<file path="config.mk">
export PLATFORM = sky130hd
export DESIGN_NAME = pto_queue
export DESIGN_NICKNAME = d
export VERILOG_FILES = /design/src/rtl/pto_pkg.sv /design/src/rtl/pto_queue.sv
export SDC_FILE = /design/constraint.sdc
export NUM_CORES = 1
export LEC_CHECK = 0
export ABC_AREA = 1
export BUFFER_PORTS_ARGS = -buffer_cell sky130_fd_sc_hd__buf_4
export CAP_MARGIN = 30
export CORE_MARGIN = 3
export CORE_UTILIZATION = 35
export DETAILED_ROUTE_END_ITERATION = 8
export GPL_TIMING_DRIVEN = 1
export PLACE_DENSITY = 0.55
export SLEW_MARGIN = 10
export SYNTH_ARGS = -nofsm -noshare
export SYNTH_HDL_FRONTEND = slang
export SYNTH_SLANG_ARGS = --single-unit
export TNS_END_PERCENT = 20
</file>
<file path="constraint.sdc">
create_clock -name clk -period 5.8 [get_ports clk]
set_clock_uncertainty 0.2 [all_clocks]
set_input_delay 0.87 -clock clk [delete_from_list [all_inputs] [get_ports clk]]
set_output_delay 0.87 -clock clk [all_outputs]
set_load 0.005 [all_outputs]
</file>
<file path="src/rtl/pto_pkg.sv">
`default_nettype none

package pto_pkg;

  localparam int ACC_BITS         = 52;
  localparam int OUT_BITS         = 24;
  localparam int FFT_LEN_W        = 16;
  localparam logic [FFT_LEN_W-1:0] FFT_LEN_RESET = 16'd2048;

  localparam int SAMPLE_BITS_DEF  = 12;
  localparam int REF_BITS_DEF     = 8;
  localparam int FRAC_BITS_DEF    = 8;
  localparam int CORDIC_STEPS_DEF = 16;

  // Queue depth must stay a power of two: pointers wrap by overflow.
  localparam int QUEUE_DEPTH      = 4;
  localparam int QPTR_W           = $clog2(QUEUE_DEPTH);
  localparam int QCNT_W           = $clog2(QUEUE_DEPTH + 1);

  typedef struct packed {
    logic signed [ACC_BITS-1:0] re;
    logic signed [ACC_BITS-1:0] im;
  } acc_pair_t;

  // atan(2^-i) in binary angle, 2^32 per full turn
  function automatic logic [31:0] atan_at(input logic [4:0] idx);
    logic [31:0] v;
    case (idx)
      5'd0:    v = 32'h20000000;
      5'd1:    v = 32'h12E4051E;
      5'd2:    v = 32'h09FB385B;
      5'd3:    v = 32'h051111D4;
      5'd4:    v = 32'h028B0D43;
      5'd5:    v = 32'h0145D7E1;
      5'd6:    v = 32'h00A2F61E;
      5'd7:    v = 32'h00517C55;
      5'd8:    v = 32'h0028BE53;
      5'd9:    v = 32'h00145F2F;
      5'd10:   v = 32'h000A2F98;
      5'd11:   v = 32'h000517CC;
      5'd12:   v = 32'h00028BE6;
      5'd13:   v = 32'h000145F3;
      5'd14:   v = 32'h0000A2FA;
      5'd15:   v = 32'h0000517D;
      5'd16:   v = 32'h000028BE;
      5'd17:   v = 32'h0000145F;
      5'd18:   v = 32'h00000A30;
      5'd19:   v = 32'h00000518;
      5'd20:   v = 32'h0000028C;
      5'd21:   v = 32'h00000146;
      5'd22:   v = 32'h000000A3;
      5'd23:   v = 32'h00000051;
      default: v = 32'h00000000;
    endcase
    return v;
  endfunction

endpackage

`default_nettype wire

</file>
<file path="src/rtl/pto_queue.sv">
`default_nettype none

module pto_queue (
  input  wire logic                       clk,
  input  wire logic                       rst_n,
  input  wire logic                       push,
  input  wire pto_pkg::acc_pair_t         push_data,
  input  wire logic                       pop,
  output pto_pkg::acc_pair_t              pop_data,
  output logic [pto_pkg::QCNT_W-1:0]      count
);

  pto_pkg::acc_pair_t mem [pto_pkg::QUEUE_DEPTH];

  logic [pto_pkg::QPTR_W-1:0] wr_ptr_r, rd_ptr_r;
  logic [pto_pkg::QCNT_W-1:0] count_r;
  pto_pkg::acc_pair_t         rd_data_r;

  assign count    = count_r;
  assign pop_data = rd_data_r;

  always_ff @(posedge clk) begin
    if (!rst_n) begin
      wr_ptr_r <= '0;
      rd_ptr_r <= '0;
      count_r  <= '0;
    end else begin
      if (push) begin
        wr_ptr_r <= wr_ptr_r + 1'b1;
      end
      if (pop) begin
        rd_ptr_r <= rd_ptr_r + 1'b1;
      end
      if (push && !pop) begin
        count_r <= count_r + 1'b1;
      end else if (pop && !push) begin
        count_r <= count_r - 1'b1;
      end
    end
  end

  always_ff @(posedge clk) begin
    if (push) begin
      mem[wr_ptr_r] <= push_data;
    end
    if (pop) begin
      rd_data_r <= mem[rd_ptr_r];
    end
  end

endmodule

`default_nettype wire

</file>
After elaboration in Yosys (flattened, before gate mapping)
Memories as Yosys holds them, arrays and structs flattened. A register that Yosys moved wholly into a read port is not among the register bits.
Cells that the tools add are included.
{ "totals": {"word_cells": 17, "regBits": 7, "ram_bits": 416, "mem_count": 1} }
{ "mem_list": {"columns": ["name", "depth", "width", "read_ports", "rd_clocked_by_memory_dff", "wr", "line_no", "source"], "rows": [
  ["mem", 4, 104, 1, 1, 1, "pto_queue.sv:13", "pto_pkg::acc_pair_t mem [pto_pkg::QUEUE_DEPTH];"]
]} }
{ "op_classes": {"add_sub_neg": 4, "reduce_logical": 5, "muxes": 4} }
{ "ops": {"columns": ["operator", "n"], "rows": [
  ["$mux W3", 2],
  ["$add A2 B1 Y2 const B", 2],
  ["$add A3 B1 Y3 const B", 1],
  ["$sub A3 B1 Y3 const B", 1],
  ["$logic_and A1 B1 Y1", 2],
  ["$logic_not A1 Y1", 2],
  ["$mux W1", 2],
  ["$reduce_bool A2 Y1", 1]
]} }

Longest topological paths before layout
{ "depth": {"depth_word": 4, "ltp_mapped": 10, "ltp_nobuf": 10} }

Least setup slack after synthesis
Ideal clock, no wire load.
{ "synth_path": {"path_type": "input port to flip-flop", "start": "input push", "end": "memory mem[0][0] in the netlist's numbering, enable pin", "n_path_buf": 0, "arrival_ps": 2912, "stages": 2, "slack_ps": 2231, "setup_time_ps": 457, "required_ps": 5143, "path_cell_list": "nand2_1 > inv_1"} }
{ "synth_between": {"elab_chain_len": 2} }
{ "synth_lines": {"columns": ["element", "line_no", "source"], "rows": [
  ["start: declaration", "pto_queue.sv:6", "input wire logic push,"],
  ["$mux W1", "pto_queue.sv:43", "if (push) begin"],
  ["$mux W1 (implied by the code)", "pto_queue.sv:44", "mem[wr_ptr_r] <= push_data;"],
  ["end: declaration", "pto_queue.sv:13", null]
]} }
No other way between the ends.

==> impl_metrics.csv <==
group,metric,value,unit
global_route,overflow,0,
placement,gp_congestion,0.725,
floorplan,die_w,238,µm
setup_path,crit_fanout,65,
power_and_ir_drop,pwr_density_cell,369,mW/mm²
cts,ctsHoldBuffers,0,
cells_and_area,syn_to_final_growth,21.0,%
global_route,grt_pass1_wl,64.1,mm
logic_synthesis,syn_area_per_cell,16.3,µm²
setup_path,arrival,2.85,ns
global_route,antenna_found_initial,7,
timing,max_clock_freq,0.365,GHz
placement,port_buffers,214,
logic_synthesis,synth_top_area_cell,"edfxtp_1",
cells_and_area,fin_util,0.432,
cells_and_area,drive_above_1_share,0.221,
timing,fin_crit_sh,0.472,
logic_synthesis,synth_area_leaders,"edfxtp_1 83%, o21ai_0 5.2%, nor2_1 4.2%",
timing,setup_viol,0,
setup_path,cp_cell_sequence,"clkinv_2 > buf_4 > o21ai_0 > o22ai_1",
power_and_ir_drop,p_leak,7.83,nW
cts,path_clk_slew,0.06,ns
detailed_routing,ant_nets,0,
detailed_routing,met3WireLength,2.69,mm
detailed_routing,wl_per_cell,20.7,µm
placement,dp_cells,2012,
cells_and_area,final_cell_mix,"520 x edfxtp_1, 229 x buf_4, 211 x nor2_1",
floorplan,core,0.0530,mm²
logic_synthesis,netlist_area,0.0189,mm²
cts,clkLatencyLatePin,0.58,ns
logic_synthesis,seq_area_frac_synth,0.834,
hold_path,hp-class,"in2reg",
floorplan,ioPinCount,215,
job,cap_violations,0,
cts,clk_path_buf_depth,3,
detailed_routing,top_layer,"met5",
global_route,grt_usage,0.152,
detailed_routing,detail_route.drc_violations,0,
cells_and_area,layoutNonFillerInstCount,2112,
detailed_routing,first_pass_iters,5,
cells_and_area,layout_commonest_cell,"edfxtp_1",
setup_path,cp_slowest_stage_delay,0.67,ns
setup_path,endpoint_kind,"flip-flop",
cts,htreeDepth,2,
cts,root_buffer,"clkbuf_16",
cts,cts.sinks,527,
logic_synthesis,synthCells,1162,
floorplan,start_util,0.357,
detailed_routing,wirelength_met1,19.2,mm
setup_path,cp.required,5.92,ns
timing,holdWs,0.284,ns
cts,cts_setup_buffers,0,
global_route,first_global_vias,10100,
detailed_routing,met2_wirelength,20.8,mm
floorplan,die_h,238,µm
timing,slew_viol_final,0,
power_and_ir_drop,peakVddDrop,0.225,mV
detailed_routing,avgViaCountPerCell,4.96,
timing,relSlewSlack,0.334,
timing,post-route-min-period,2.74,ns
detailed_routing,drt_iter0_drc,699,
setup_path,cp-start-kind,"flip-flop",
cts,cts_made_buffers,55,
logic_synthesis,synth.net_count,1276,
logic_synthesis,yosys.area.top_type_share,0.827,
logic_synthesis,ys_ff_latch,527,
logic_synthesis,yosysUniqueCellTypes,19,
timing,fin_setup_tns,0,ns
logic_synthesis,yosysWarnings,0,
placement,place_hpwl,24.3,mm
cts,cts.repair.resized,0,
cells_and_area,nets,1496,
floorplan,num_rows,84,
cts,cts_tree,"built",
timing,hold_viol,0,
timing,tightest_slew,0.999,ns
global_route,grt_max_degree,99,
timing,rsz0062_at_grt,"no",
detailed_routing,vias,10500,
floorplan,dieArea,0.0568,mm²
detailed_routing,drt-total-wl,43.8,mm
setup_path,crit_slowest_cell,"clkinv_2",
setup_path,crit_type,"reg2reg",
run_status,status,"complete, no violations",
==> per-stage QoR <==
step	total power, mW	instance area (µm²)	setup slack [ns]
floorplan	4.84	18900	2.23
global placement	5.17	21100	2.86
detailed placement	5.19	21100	2.86
CTS	8.53	22800	3.01
global route	8.76	22900	2.86
finish	8.43	22900	3.06
==> worst paths after layout <==
path                              startpoint           end  slack (ns)  cells after the start
worst min register to register      count[0]      count[0]        0.31                      2
worst min-delay path            push_data[1]     mem[2][1]        0.28                      1
worst max register to register   rd_ptr_r[1]  pop_data[33]        3.06                      4
worst max-delay path             rd_ptr_r[1]  pop_data[33]        3.06                      4
==> critical path, delay by kind of cell (launching register included) <==
family	cells	cell delay (ns)
buffers and inverters	2	1.29
DFF	1	0.61
AOI/OAI and AO/OA	2	0.28
==> kinds of logic (layout without fill, tap and decap cells) <==
family                   count (synthesis)  in the layout  share of synthesized area
AO/OA/AOI/OAI                          322            322                     0.0932
flip-flops                             527            527                      0.834
other                                    0              2                          0
buffers and inverters                   84            344                     0.0239
AND/OR/NAND/NOR                        223            223                     0.0445
adder cells (fa/ha/maj)                  6              6                    0.00437
==> power breakdown <==
part,internal [mW],switching [mW]
Clock,1.95,1.38
Sequential,4.43,0.0805
Combinational,0.228,0.357
==> final cells by class <==
class / count / area (µm²)
fillers: 4781 / 30100
flip-flops and latches: 527 / 15800
multi-input cells: 551 / 2680
repair buffers: 231 / 1770
clock buffers: 66 / 1460
well taps: 688 / 861
clock inverters: 31 / 244
inverters: 16 / 76.3
diodes: 2 / 5.00
==> sequential cells by signal (all words and copies together), names as in the netlist <==
| register | count |
|---|---|
| pop_data | 104 |
| wr_ptr_r | 2 |
| rd_ptr_r | 2 |
| mem | 416 |
| count | 3 |
==> routing by layer <==
| metal | global-route usage | vias to the layer above |
|---|---|---|
| met4 | 0.0456 | 10 |
| met5 | 0 | - |
| met1 | 0.205 | 5234 |
| li1 | - | 4865 |
| met2 | 0.242 | 288 |
| met3 | 0.0394 | 71 |
==> synthesized netlist by cell type <==
library cell,n
o21ai_0,195
buf_2,19
nand2_1,10
clkbuf_1,35
o21ai_1,13
inv_1,14
nand3_1,1
o22ai_1,104
o21ai_2,5
ha_1,5
buf_6,12
inv_2,2
dfxtp_1,7
a21oi_1,5
nor2_1,211
fa_1,1
buf_8,2
edfxtp_1,520
nand4_1,1
Power figures use the tool's default switching activity.
