### config.mk
export PLATFORM = sky130hd
export DESIGN_NAME = pto_back
export DESIGN_NICKNAME = d
export VERILOG_FILES = /design/src/rtl/pto_pkg.sv /design/src/rtl/pto_back.sv
export SDC_FILE = /design/constraint.sdc
export NUM_CORES = 2
export LEC_CHECK = 0
export CAP_MARGIN = 20
export CORE_MARGIN = 2
export CORE_UTILIZATION = 45
export DETAILED_ROUTE_END_ITERATION = 6
export DONT_BUFFER_PORTS = 1
export GPL_ROUTABILITY_DRIVEN = 0
export PLACE_DENSITY_LB_ADDON = 0.12
export SYNTH_ARGS = -nofsm -noshare
export SYNTH_HDL_FRONTEND = slang
export SYNTH_SLANG_ARGS = --single-unit
### constraint.sdc
create_clock -name clk -period 10.65 [get_ports clk]
set_input_delay 1.065 -clock clk [delete_from_list [all_inputs] [get_ports clk]]
set_output_delay 1.065 -clock clk [all_outputs]
set_load 0.05 [all_outputs]
### src/rtl/pto_pkg.sv
`default_nettype none

package pto_pkg;

  localparam int ACC_BITS         = 52;
  localparam int OUT_BITS         = 24;
  localparam int FFT_LEN_W        = 16;
  localparam logic [FFT_LEN_W-1:0] FFT_LEN_RESET = 16'd2048;

  localparam int SAMPLE_BITS_DEF  = 12;
  localparam int REF_BITS_DEF     = 8;
  localparam int FRAC_BITS_DEF    = 8;
  localparam int CORDIC_STEPS_DEF = 16;

  // Queue depth must stay a power of two: pointers wrap by overflow.
  localparam int QUEUE_DEPTH      = 4;
  localparam int QPTR_W           = $clog2(QUEUE_DEPTH);
  localparam int QCNT_W           = $clog2(QUEUE_DEPTH + 1);

  typedef struct packed {
    logic signed [ACC_BITS-1:0] re;
    logic signed [ACC_BITS-1:0] im;
  } acc_pair_t;

  // atan(2^-i) in binary angle, 2^32 per full turn
  function automatic logic [31:0] atan_at(input logic [4:0] idx);
    logic [31:0] v;
    case (idx)
      5'd0:    v = 32'h20000000;
      5'd1:    v = 32'h12E4051E;
      5'd2:    v = 32'h09FB385B;
      5'd3:    v = 32'h051111D4;
      5'd4:    v = 32'h028B0D43;
      5'd5:    v = 32'h0145D7E1;
      5'd6:    v = 32'h00A2F61E;
      5'd7:    v = 32'h00517C55;
      5'd8:    v = 32'h0028BE53;
      5'd9:    v = 32'h00145F2F;
      5'd10:   v = 32'h000A2F98;
      5'd11:   v = 32'h000517CC;
      5'd12:   v = 32'h00028BE6;
      5'd13:   v = 32'h000145F3;
      5'd14:   v = 32'h0000A2FA;
      5'd15:   v = 32'h0000517D;
      5'd16:   v = 32'h000028BE;
      5'd17:   v = 32'h0000145F;
      5'd18:   v = 32'h00000A30;
      5'd19:   v = 32'h00000518;
      5'd20:   v = 32'h0000028C;
      5'd21:   v = 32'h00000146;
      5'd22:   v = 32'h000000A3;
      5'd23:   v = 32'h00000051;
      default: v = 32'h00000000;
    endcase
    return v;
  endfunction

endpackage

`default_nettype wire

### src/rtl/pto_back.sv
`default_nettype none

module pto_back #(
  parameter int FRAC_BITS    = pto_pkg::FRAC_BITS_DEF,
  parameter int CORDIC_STEPS = pto_pkg::CORDIC_STEPS_DEF
) (
  input  wire logic                                   clk,
  input  wire logic                                   rst_n,
  input  wire logic                                   cfg_wr_en,
  input  wire logic [pto_pkg::FFT_LEN_W-1:0]          cfg_wr_data,
  input  wire logic [pto_pkg::QCNT_W-1:0]             q_count,
  output logic                                        pop,
  input  wire pto_pkg::acc_pair_t                     pop_data,
  output logic                                        out_valid,
  input  wire logic                                   out_ready,
  output logic signed [pto_pkg::OUT_BITS-1:0]         out_offset_q8
);

  localparam int AB  = pto_pkg::ACC_BITS;
  localparam int CW  = 34;
  localparam int ZW  = 34;
  localparam int AW  = 33;
  localparam int PW  = pto_pkg::FFT_LEN_W + 1 + AW;
  localparam int RW  = PW + 1;
  localparam int SH  = 32 - FRAC_BITS;
  localparam int SW  = $clog2(CORDIC_STEPS);

  localparam logic [2:0] ST_IDLE = 3'd0;
  localparam logic [2:0] ST_LOAD = 3'd1;
  localparam logic [2:0] ST_NORM = 3'd2;
  localparam logic [2:0] ST_ROT  = 3'd3;
  localparam logic [2:0] ST_MUL  = 3'd4;
  localparam logic [2:0] ST_RND  = 3'd5;

  localparam logic signed [AB-1:0] NORM_LIM = {{(AB-31){1'b0}}, 1'b1, 30'b0};
  localparam logic signed [ZW-1:0] Z_PI     = {{(ZW-32){1'b0}}, 1'b1, 31'b0};
  localparam logic signed [RW-1:0] HALF     = {{(RW-SH){1'b0}}, 1'b1, {(SH-1){1'b0}}};
  localparam logic signed [RW-1:0] OMAX     =
    (RW'(1) << (pto_pkg::OUT_BITS - 1)) - RW'(1);
  localparam logic signed [RW-1:0] OMIN     = -(RW'(1) << (pto_pkg::OUT_BITS - 1));

  logic [2:0]                      state_r;
  logic [pto_pkg::FFT_LEN_W-1:0]   fft_len_r;
  logic signed [AB-1:0]            x_r, y_r;
  logic signed [CW-1:0]            cx_r, cy_r;
  logic signed [ZW-1:0]            z_r;
  logic [SW-1:0]                   step_r;
  logic signed [PW-1:0]            prod_r;
  logic                            out_valid_r;
  logic signed [pto_pkg::OUT_BITS-1:0] out_offset_r;

  logic                 big;
  logic signed [CW-1:0] dx, dy;
  logic signed [ZW-1:0] atan_z, z_clamp;
  logic signed [AW-1:0] ang;
  logic signed [pto_pkg::FFT_LEN_W:0] fft_s;
  logic signed [PW-1:0] prod_nxt;
  logic signed [RW-1:0] rsum, rshift;
  logic signed [pto_pkg::OUT_BITS-1:0] off_sat;
  logic                 out_free;

  assign out_valid     = out_valid_r;
  assign out_offset_q8 = out_offset_r;
  assign out_free      = ~out_valid_r | out_ready;
  assign pop           = (state_r == ST_IDLE) && (q_count != '0);

  assign big = (x_r >= NORM_LIM) || (x_r <= -NORM_LIM) ||
               (y_r >= NORM_LIM) || (y_r <= -NORM_LIM);

  assign dx     = cy_r >>> step_r;
  assign dy     = cx_r >>> step_r;
  assign atan_z = signed'({{(ZW-32){1'b0}}, pto_pkg::atan_at(5'(step_r))});

  always_comb begin
    z_clamp = z_r;
    if (z_r > Z_PI) begin
      z_clamp = Z_PI;
    end else if (z_r < -Z_PI) begin
      z_clamp = -Z_PI;
    end
  end

  assign ang      = AW'(z_clamp);
  assign fft_s    = signed'({1'b0, fft_len_r});
  assign prod_nxt = fft_s * ang;

  // Round half up, then saturate to the output range.
  assign rsum   = RW'(prod_r) + HALF;
  assign rshift = rsum >>> SH;

  always_comb begin
    if (rshift > OMAX) begin
      off_sat = pto_pkg::OUT_BITS'(OMAX);
    end else if (rshift < OMIN) begin
      off_sat = pto_pkg::OUT_BITS'(OMIN);
    end else begin
      off_sat = pto_pkg::OUT_BITS'(rshift);
    end
  end

  always_ff @(posedge clk) begin
    if (!rst_n) begin
      state_r     <= ST_IDLE;
      fft_len_r   <= pto_pkg::FFT_LEN_RESET;
      out_valid_r <= 1'b0;
    end else begin
      if (cfg_wr_en) begin
        fft_len_r <= cfg_wr_data;
      end
      if (out_valid_r && out_ready && state_r != ST_RND) begin
        out_valid_r <= 1'b0;
      end
      case (state_r)
        ST_IDLE: begin
          if (pop) begin
            state_r <= ST_LOAD;
          end
        end
        ST_LOAD: begin
          state_r <= ST_NORM;
        end
        ST_NORM: begin
          if (x_r == '0 && y_r == '0) begin
            state_r <= ST_MUL;
          end else if (!big) begin
            state_r <= ST_ROT;
          end
        end
        ST_ROT: begin
          if (step_r == SW'(CORDIC_STEPS - 1)) begin
            state_r <= ST_MUL;
          end
        end
        ST_MUL: begin
          state_r <= ST_RND;
        end
        ST_RND: begin
          if (out_free) begin
            out_valid_r <= 1'b1;
            state_r     <= ST_IDLE;
          end
        end
        default: begin
          state_r <= ST_IDLE;
        end
      endcase
    end
  end

  always_ff @(posedge clk) begin
    case (state_r)
      ST_LOAD: begin
        x_r <= pop_data.re;
        y_r <= pop_data.im;
      end
      ST_NORM: begin
        if (x_r == '0 && y_r == '0) begin
          z_r <= '0;
        end else if (big) begin
          x_r <= x_r >>> 1;
          y_r <= y_r >>> 1;
        end else begin
          // fold the left half plane onto the right, starting at +/- pi
          step_r <= '0;
          if (x_r[AB-1]) begin
            cx_r <= -CW'(x_r);
            cy_r <= -CW'(y_r);
            z_r  <= y_r[AB-1] ? -Z_PI : Z_PI;
          end else begin
            cx_r <= CW'(x_r);
            cy_r <= CW'(y_r);
            z_r  <= '0;
          end
        end
      end
      ST_ROT: begin
        step_r <= step_r + 1'b1;
        if (!cy_r[CW-1]) begin
          cx_r <= cx_r + dx;
          cy_r <= cy_r - dy;
          z_r  <= z_r + atan_z;
        end else begin
          cx_r <= cx_r - dx;
          cy_r <= cy_r + dy;
          z_r  <= z_r - atan_z;
        end
      end
      ST_MUL: begin
        prod_r <= prod_nxt;
      end
      ST_RND: begin
        if (out_free) begin
          out_offset_r <= off_sat;
        end
      end
      default: begin
      end
    endcase
  end

endmodule

`default_nettype wire

Word level (Yosys, flattened, before mapping)
Memory sizes are Yosys's and may differ from the RTL's. A register that Yosys moved wholly into a read port is not among the register bits.
Index checks and enable logic that the tools add are counted.
{ "word_totals": {"regBits": 304, "mem_bits_ro": 480, "inputBits": 127, "out_inout_bits": 26, "wordCells": 109, "n_memories": 1} }
{ "op_classes": {"add_sub_neg": 10, "mul": 1, "order_cmp": 8, "n_eq_ne": 14, "shift": 2, "n_mux": 38, "bitwise": 3, "reduce_logical": 19} }
{ "memory_table": {"columns": ["name", "depth", "width", "read_ports", "rd_clocked_by_memory_dff", "write_ports", "line_no", "text"], "rows": [
  ["(no name shown)", 16, 30, 1, 1, 0, "pto_pkg.sv:28", "case (idx)"]
]} }
{ "ops": {"columns": ["op", "count"], "rows": [
  ["$mux 34", 13],
  ["$pmux 52 s2", 2],
  ["$mux 51", 4],
  ["$pmux 34 s2", 3],
  ["$ge 52x32->1 const B", 2],
  ["$le 52x31->1 const B", 2],
  ["$logic_not 52->1", 2],
  ["$add 34x34->34", 2],
  ["$neg 34->34", 2],
  ["$sshr 34x4->34", 2],
  ["$sub 34x34->34", 2],
  ["$mux 33", 2],
  ["$add 50x25->51 const B", 1],
  ["$mul 17x33->50", 1],
  ["$add 34x33->34", 1],
  ["$gt 34x33->1 const B", 1],
  ["$lt 34x32->1 const B", 1],
  ["$sub 34x33->34", 1],
  ["$gt 27x24->1 const B", 1],
  ["$lt 27x24->1 const B", 1],
  ["$mux 24", 1],
  ["$pmux 3 s6", 1],
  ["$mux 3", 5],
  ["$mux 4", 3],
  ["other kinds (19)", 39]
]} }

Depth between registers and ports, before layout
{ "depth": {"depth_word": 8, "mapped_depth": 33, "ltp_nobuf": 31} }

Worst setup path after synthesis
Ideal clock, no wire load.
{ "synth_timing": {"path_type": "reg-to-reg", "start": "reg x_r[17]", "end": "reg x_r[0] (enable)", "t_arrival_ps": 9685, "required_time_ps": 9931, "setup_slack_ps": 247, "path_stages_with_launch": 7, "n_path_buf": 0, "path_cell_list": "edfxtp_1 or4_4 or3_4 or4b_4 o2111a_1 o22a_1 a21boi_0"} }
{ "synth_between": {"elab_chain_len": 6, "word_cells_on_any_way": 10} }
{ "synth_rtl": {"columns": ["element", "line_no", "text"], "rows": [
  ["start: declaration", "pto_back.sv:44", "logic signed [AB-1:0] x_r, y_r;"],
  ["start signal: assignment", "pto_back.sv:153", "x_r <= pop_data.re;"],
  ["start signal: assignment", "pto_back.sv:160", "x_r <= x_r >>> 1;"],
  ["$ge 52x32->1 or $le 52x31->1 (tied branches)", "pto_back.sv:67", "assign big = (x_r >= NORM_LIM) || (x_r <= -NORM_LIM) ||"],
  ["$logic_or 1x1->1 (2 in a row)", "pto_back.sv:67", null],
  ["$logic_or 1x1->1", "pto_back.sv:68", "(y_r >= NORM_LIM) || (y_r <= -NORM_LIM);"],
  ["$ne 2x2->1 (no line)", null, null],
  ["$reduce_and 3->1 (no line) (*)", null, null]
]} }
Every way passes the cells marked *; elsewhere a longest branch is shown, timed or not.
A chain may end at the register's enable or synchronous reset.

Worst setup path in the final report
{ "layout_timing": {"start": "reg z_r[25]", "end": "reg prod_r[49] (data pin)"} }
{ "layout_between": {"elab_chain_len": 4, "word_cells_on_any_way": 5} }
{ "layout_rtl": {"columns": ["element", "line_no", "text"], "rows": [
  ["start: declaration", "pto_back.sv:46", "logic signed [ZW-1:0] z_r;"],
  ["start signal: assignment", "pto_back.sv:168", "z_r <= y_r[AB-1] ? -Z_PI : Z_PI;"],
  ["start signal: assignment", "pto_back.sv:181", "z_r <= z_r + atan_z;"],
  ["start signal: assignment", "pto_back.sv:185", "z_r <= z_r - atan_z;"],
  ["$lt 34x32->1", "pto_back.sv:78", "end else if (z_r < -Z_PI) begin"],
  ["$mux 33", "pto_back.sv:78", null],
  ["$mux 33 (*)", "pto_back.sv:76", "if (z_r > Z_PI) begin"],
  ["$mul 17x33->50 (*)", "pto_back.sv:85", "assign prod_nxt = fft_s * ang;"],
  ["net prod_nxt[49]", "pto_back.sv:57", "logic signed [PW-1:0] prod_nxt;"],
  ["end signal: assignment", "pto_back.sv:189", "prod_r <= prod_nxt;"],
  ["end: declaration", "pto_back.sv:48", "logic signed [PW-1:0] prod_r;"]
]} }
The timed path passes the listed nets; every way through them passes the cells marked *.

==> flow_metrics.tcl <==
set metrics [dict create \
    vias 33175 \
    grt_setup_unrepaired "false" \
    syn_avg_cell_area_um2 8.97 \
    timing.final.hold_violations 0 \
    synth_ff_type "edfxtp_1" \
    period_needed_ns 8.99 \
    synth_cells 4777 \
    synth_area_um2 42800 \
    final_max_slew_viol_count 0 \
    antenna_found_initial 11 \
    dieArea_um2 97700 \
    floorplan.rows 113 \
    crit_top_cell "fa_1" \
    cts_root_buffer "clkbuf_16" \
    pin_count 153 \
    die_h_um 313 \
    syn_to_final_growth_pct 5.76 \
    cts_made_buffers 39 \
    cp_slowest_cell "a31oi_2" \
    dr.pass1.iters 6 \
    drt_first_iter_violations 2437 \
    cts_tree "yes" \
    grt_pass1_wl_um 194000 \
    design_area_um2 45300 \
    start_kind "flip-flop" \
    powerDensity_nw_per_um2 210 \
    synth_cell_types 92 \
    synth_edf_count 261 \
    setup_viol_count_final 0 \
    cp.arrival_ns 9.31 \
    ys_ff_latch 311 \
    routedWlPerCell_um 20.6 \
    r2r-start "z_r[25]$_SDFFCE_PN0P_" \
    grt_use_total 0.253 \
    wl_um 123000 \
    dp_hpwl_um 94200 \
    slew_headroom 0.252 \
    coreArea_um2 94700 \
    crit_family "adder cells" \
    insertion_delay_ns 0.60 \
    startpoint "z_r[25]$_SDFFCE_PN0P_" \
    critPathBufInv 6 \
    htree_levels 2 \
    worst-setup-path-type "flip-flop to flip-flop" \
    io_buffers 0 \
    crit_fanout 19 \
    peakVddDrop_uv 197 \
    drc 0 \
    hold_buffers 0 \
    finalNonFillerCells 5960 \
    post_cts_resize_count 0 \
    cts_buffer_depth 3 \
    timing.setup.tns_ns 0 \
    run_status "completed" \
    ant_nets 0 \
    worst_pin_slew_ns 1.11 \
    clock-sinks 311 \
    dp_cells 5884 \
    skew_ns 0.0249 \
    layout-drive-gt1-share 0.0631 \
    viasPerCell 5.57 \
    start_util 0.452 \
    mostFrequentLayoutCells "878 x nand2_1, 632 x inv_1, 504 x fa_1" \
    synth.net_count 5638 \
    ys_seq_area_frac 0.206 \
    hold_path.class "flip-flop to flip-flop" \
    first_global_vias 33721 \
    endpoint_kind "flip-flop" \
    dpl-instance-area_um2 44000 \
    clkTransAtPathRegs_ns 0.06 \
    timing.fmax_mhz 111 \
    post_cts_buffers 0 \
    fillers 9175 \
    cpPeakStageDelay_ns 0.82 \
    crit_required_ns 10.97 \
    p_leak_nw 20.0 \
    layout.nets 5521 \
    min-delay-start "fft_len_r[10]$_SDFFE_PN0P_" \
    die_width_um 313 \
    period_share 0.844 \
    final_common_cell "nand2_1" \
    synth_async_sr_flop_share 0 \
    grt_overflow_total 0 \
    yosysWarnings 0 \
    grt_start_max_net_pins 111 \
    drv_cap 0 \
]
-- synth_stat cells (all sizes together), types with 29 or more instances --
library cell / n / share of area
nand2b: 29 / 0.0042
mux2i: 80 / 0.019
o21a: 36 / 0.0063
nand3: 46 / 0.0055
xnor2: 175 / 0.036
nand2: 879 / 0.077
dfxtp: 50 / 0.023
mux4: 79 / 0.042
clkbuf: 165 / 0.014
and2: 213 / 0.031
a21oi: 197 / 0.024
a31oi: 37 / 0.0054
ha: 230 / 0.067
xor2: 106 / 0.022
a21o: 70 / 0.012
fa: 504 / 0.24
nor2b: 66 / 0.0096
o21ai: 193 / 0.023
nor3: 66 / 0.0077
nand4: 30 / 0.0044
nor2: 218 / 0.019
buf: 63 / 0.0088
inv: 636 / 0.056
edfxtp: 261 / 0.18
o31ai: 31 / 0.0056
-- area by class of cell --
class	count	area [µm²]	area share
multi-input combinational	3601	30700	0.677
sequential	311	8850	0.195
inverter	637	2390	0.0528
tap	1265	1580	0.0349
clock buffer	51	1100	0.0242
timing repair buffer	70	526	0.0116
clock inverter	20	181	0.00400
antenna	5	12.5	0.000276
-- sequential cells by signal, indices dropped and copies added, names as in the netlist --
register and flops:
cy_r 34, step_r 4, x_r 52, out_valid 1, cx_r 34, out_offset_q8 24
fft_len_r 16, z_r 34, prod_r 27, state_r 3, y_r 52, atan_z 30
-- kinds of logic (layout without fill, tap and decap cells) --
logic type,after synthesis,count (layout),share of synthesized area
other cells,0,5,0
mux,183,183,0.0669
flops,311,311,0.206
xor+xnor,281,281,0.0575
buf+inv,865,778,0.0791
fa+ha+maj,734,734,0.303
compound gates,708,708,0.104
simple gates,1695,1695,0.184
-- worst reg2reg max path, delay by kind of cell (launching register included) --
| kind | cells | cell delay, ns |
|---|---|---|
| compound gates | 8 | 2.52 |
| xor+xnor | 1 | 0.13 |
| fa+ha+maj | 7 | 3.36 |
| buf+inv | 6 | 0.79 |
| flops | 1 | 0.52 |
| simple gates | 8 | 1.42 |
-- path summary, 6_finish.rpt --
kind | to | slack [ns] | cells past startpoint
max | prod_r[49]$_DFFE_PP_ | 1.66 | 30
min | fft_len_r[10]$_SDFFE_PN0P_ | 0.52 | 2
max reg2reg | prod_r[49]$_DFFE_PP_ | 1.66 | 30
min reg2reg | fft_len_r[10]$_SDFFE_PN0P_ | 0.52 | 2
-- where the power goes --
part	switching (mW)	internal [mW]	leakage, nW	total (mW)
Combinational	3.34	2.25	16.6	5.60
Sequential	0.521	2.05	2.83	2.57
Clock	0.574	0.781	0.622	1.35
-- per-stage QoR --
| stage | setup WS (ns) | hold WS (ns) | power [mW] | utilization |
|---|---|---|---|---|
| finish | 1.66 | 0.516 | 9.52 | 0.478 |
| global route | 1.20 | 0.532 | 10.4 | 0.478 |
| CTS | 1.65 | 0.518 | 9.57 | 0.478 |
| detailed placement | 1.69 | 0.506 | 8.16 | 0.465 |
| global placement | 1.76 | 0.496 | 8.14 | 0.465 |
| floorplan | 0.247 | 0.533 | 6.80 | - |
-- layer usage --
layer	wire length [µm]	part of all wire	GRT usage	up-vias
met5	65	0.00053	0	-
met4	3760	0.031	0.0763	10
met3	7470	0.061	0.0389	201
met2	58100	0.47	0.421	963
met1	53400	0.44	0.341	16475
li1	-	-	-	15526
(Power assumes the default switching activity.)
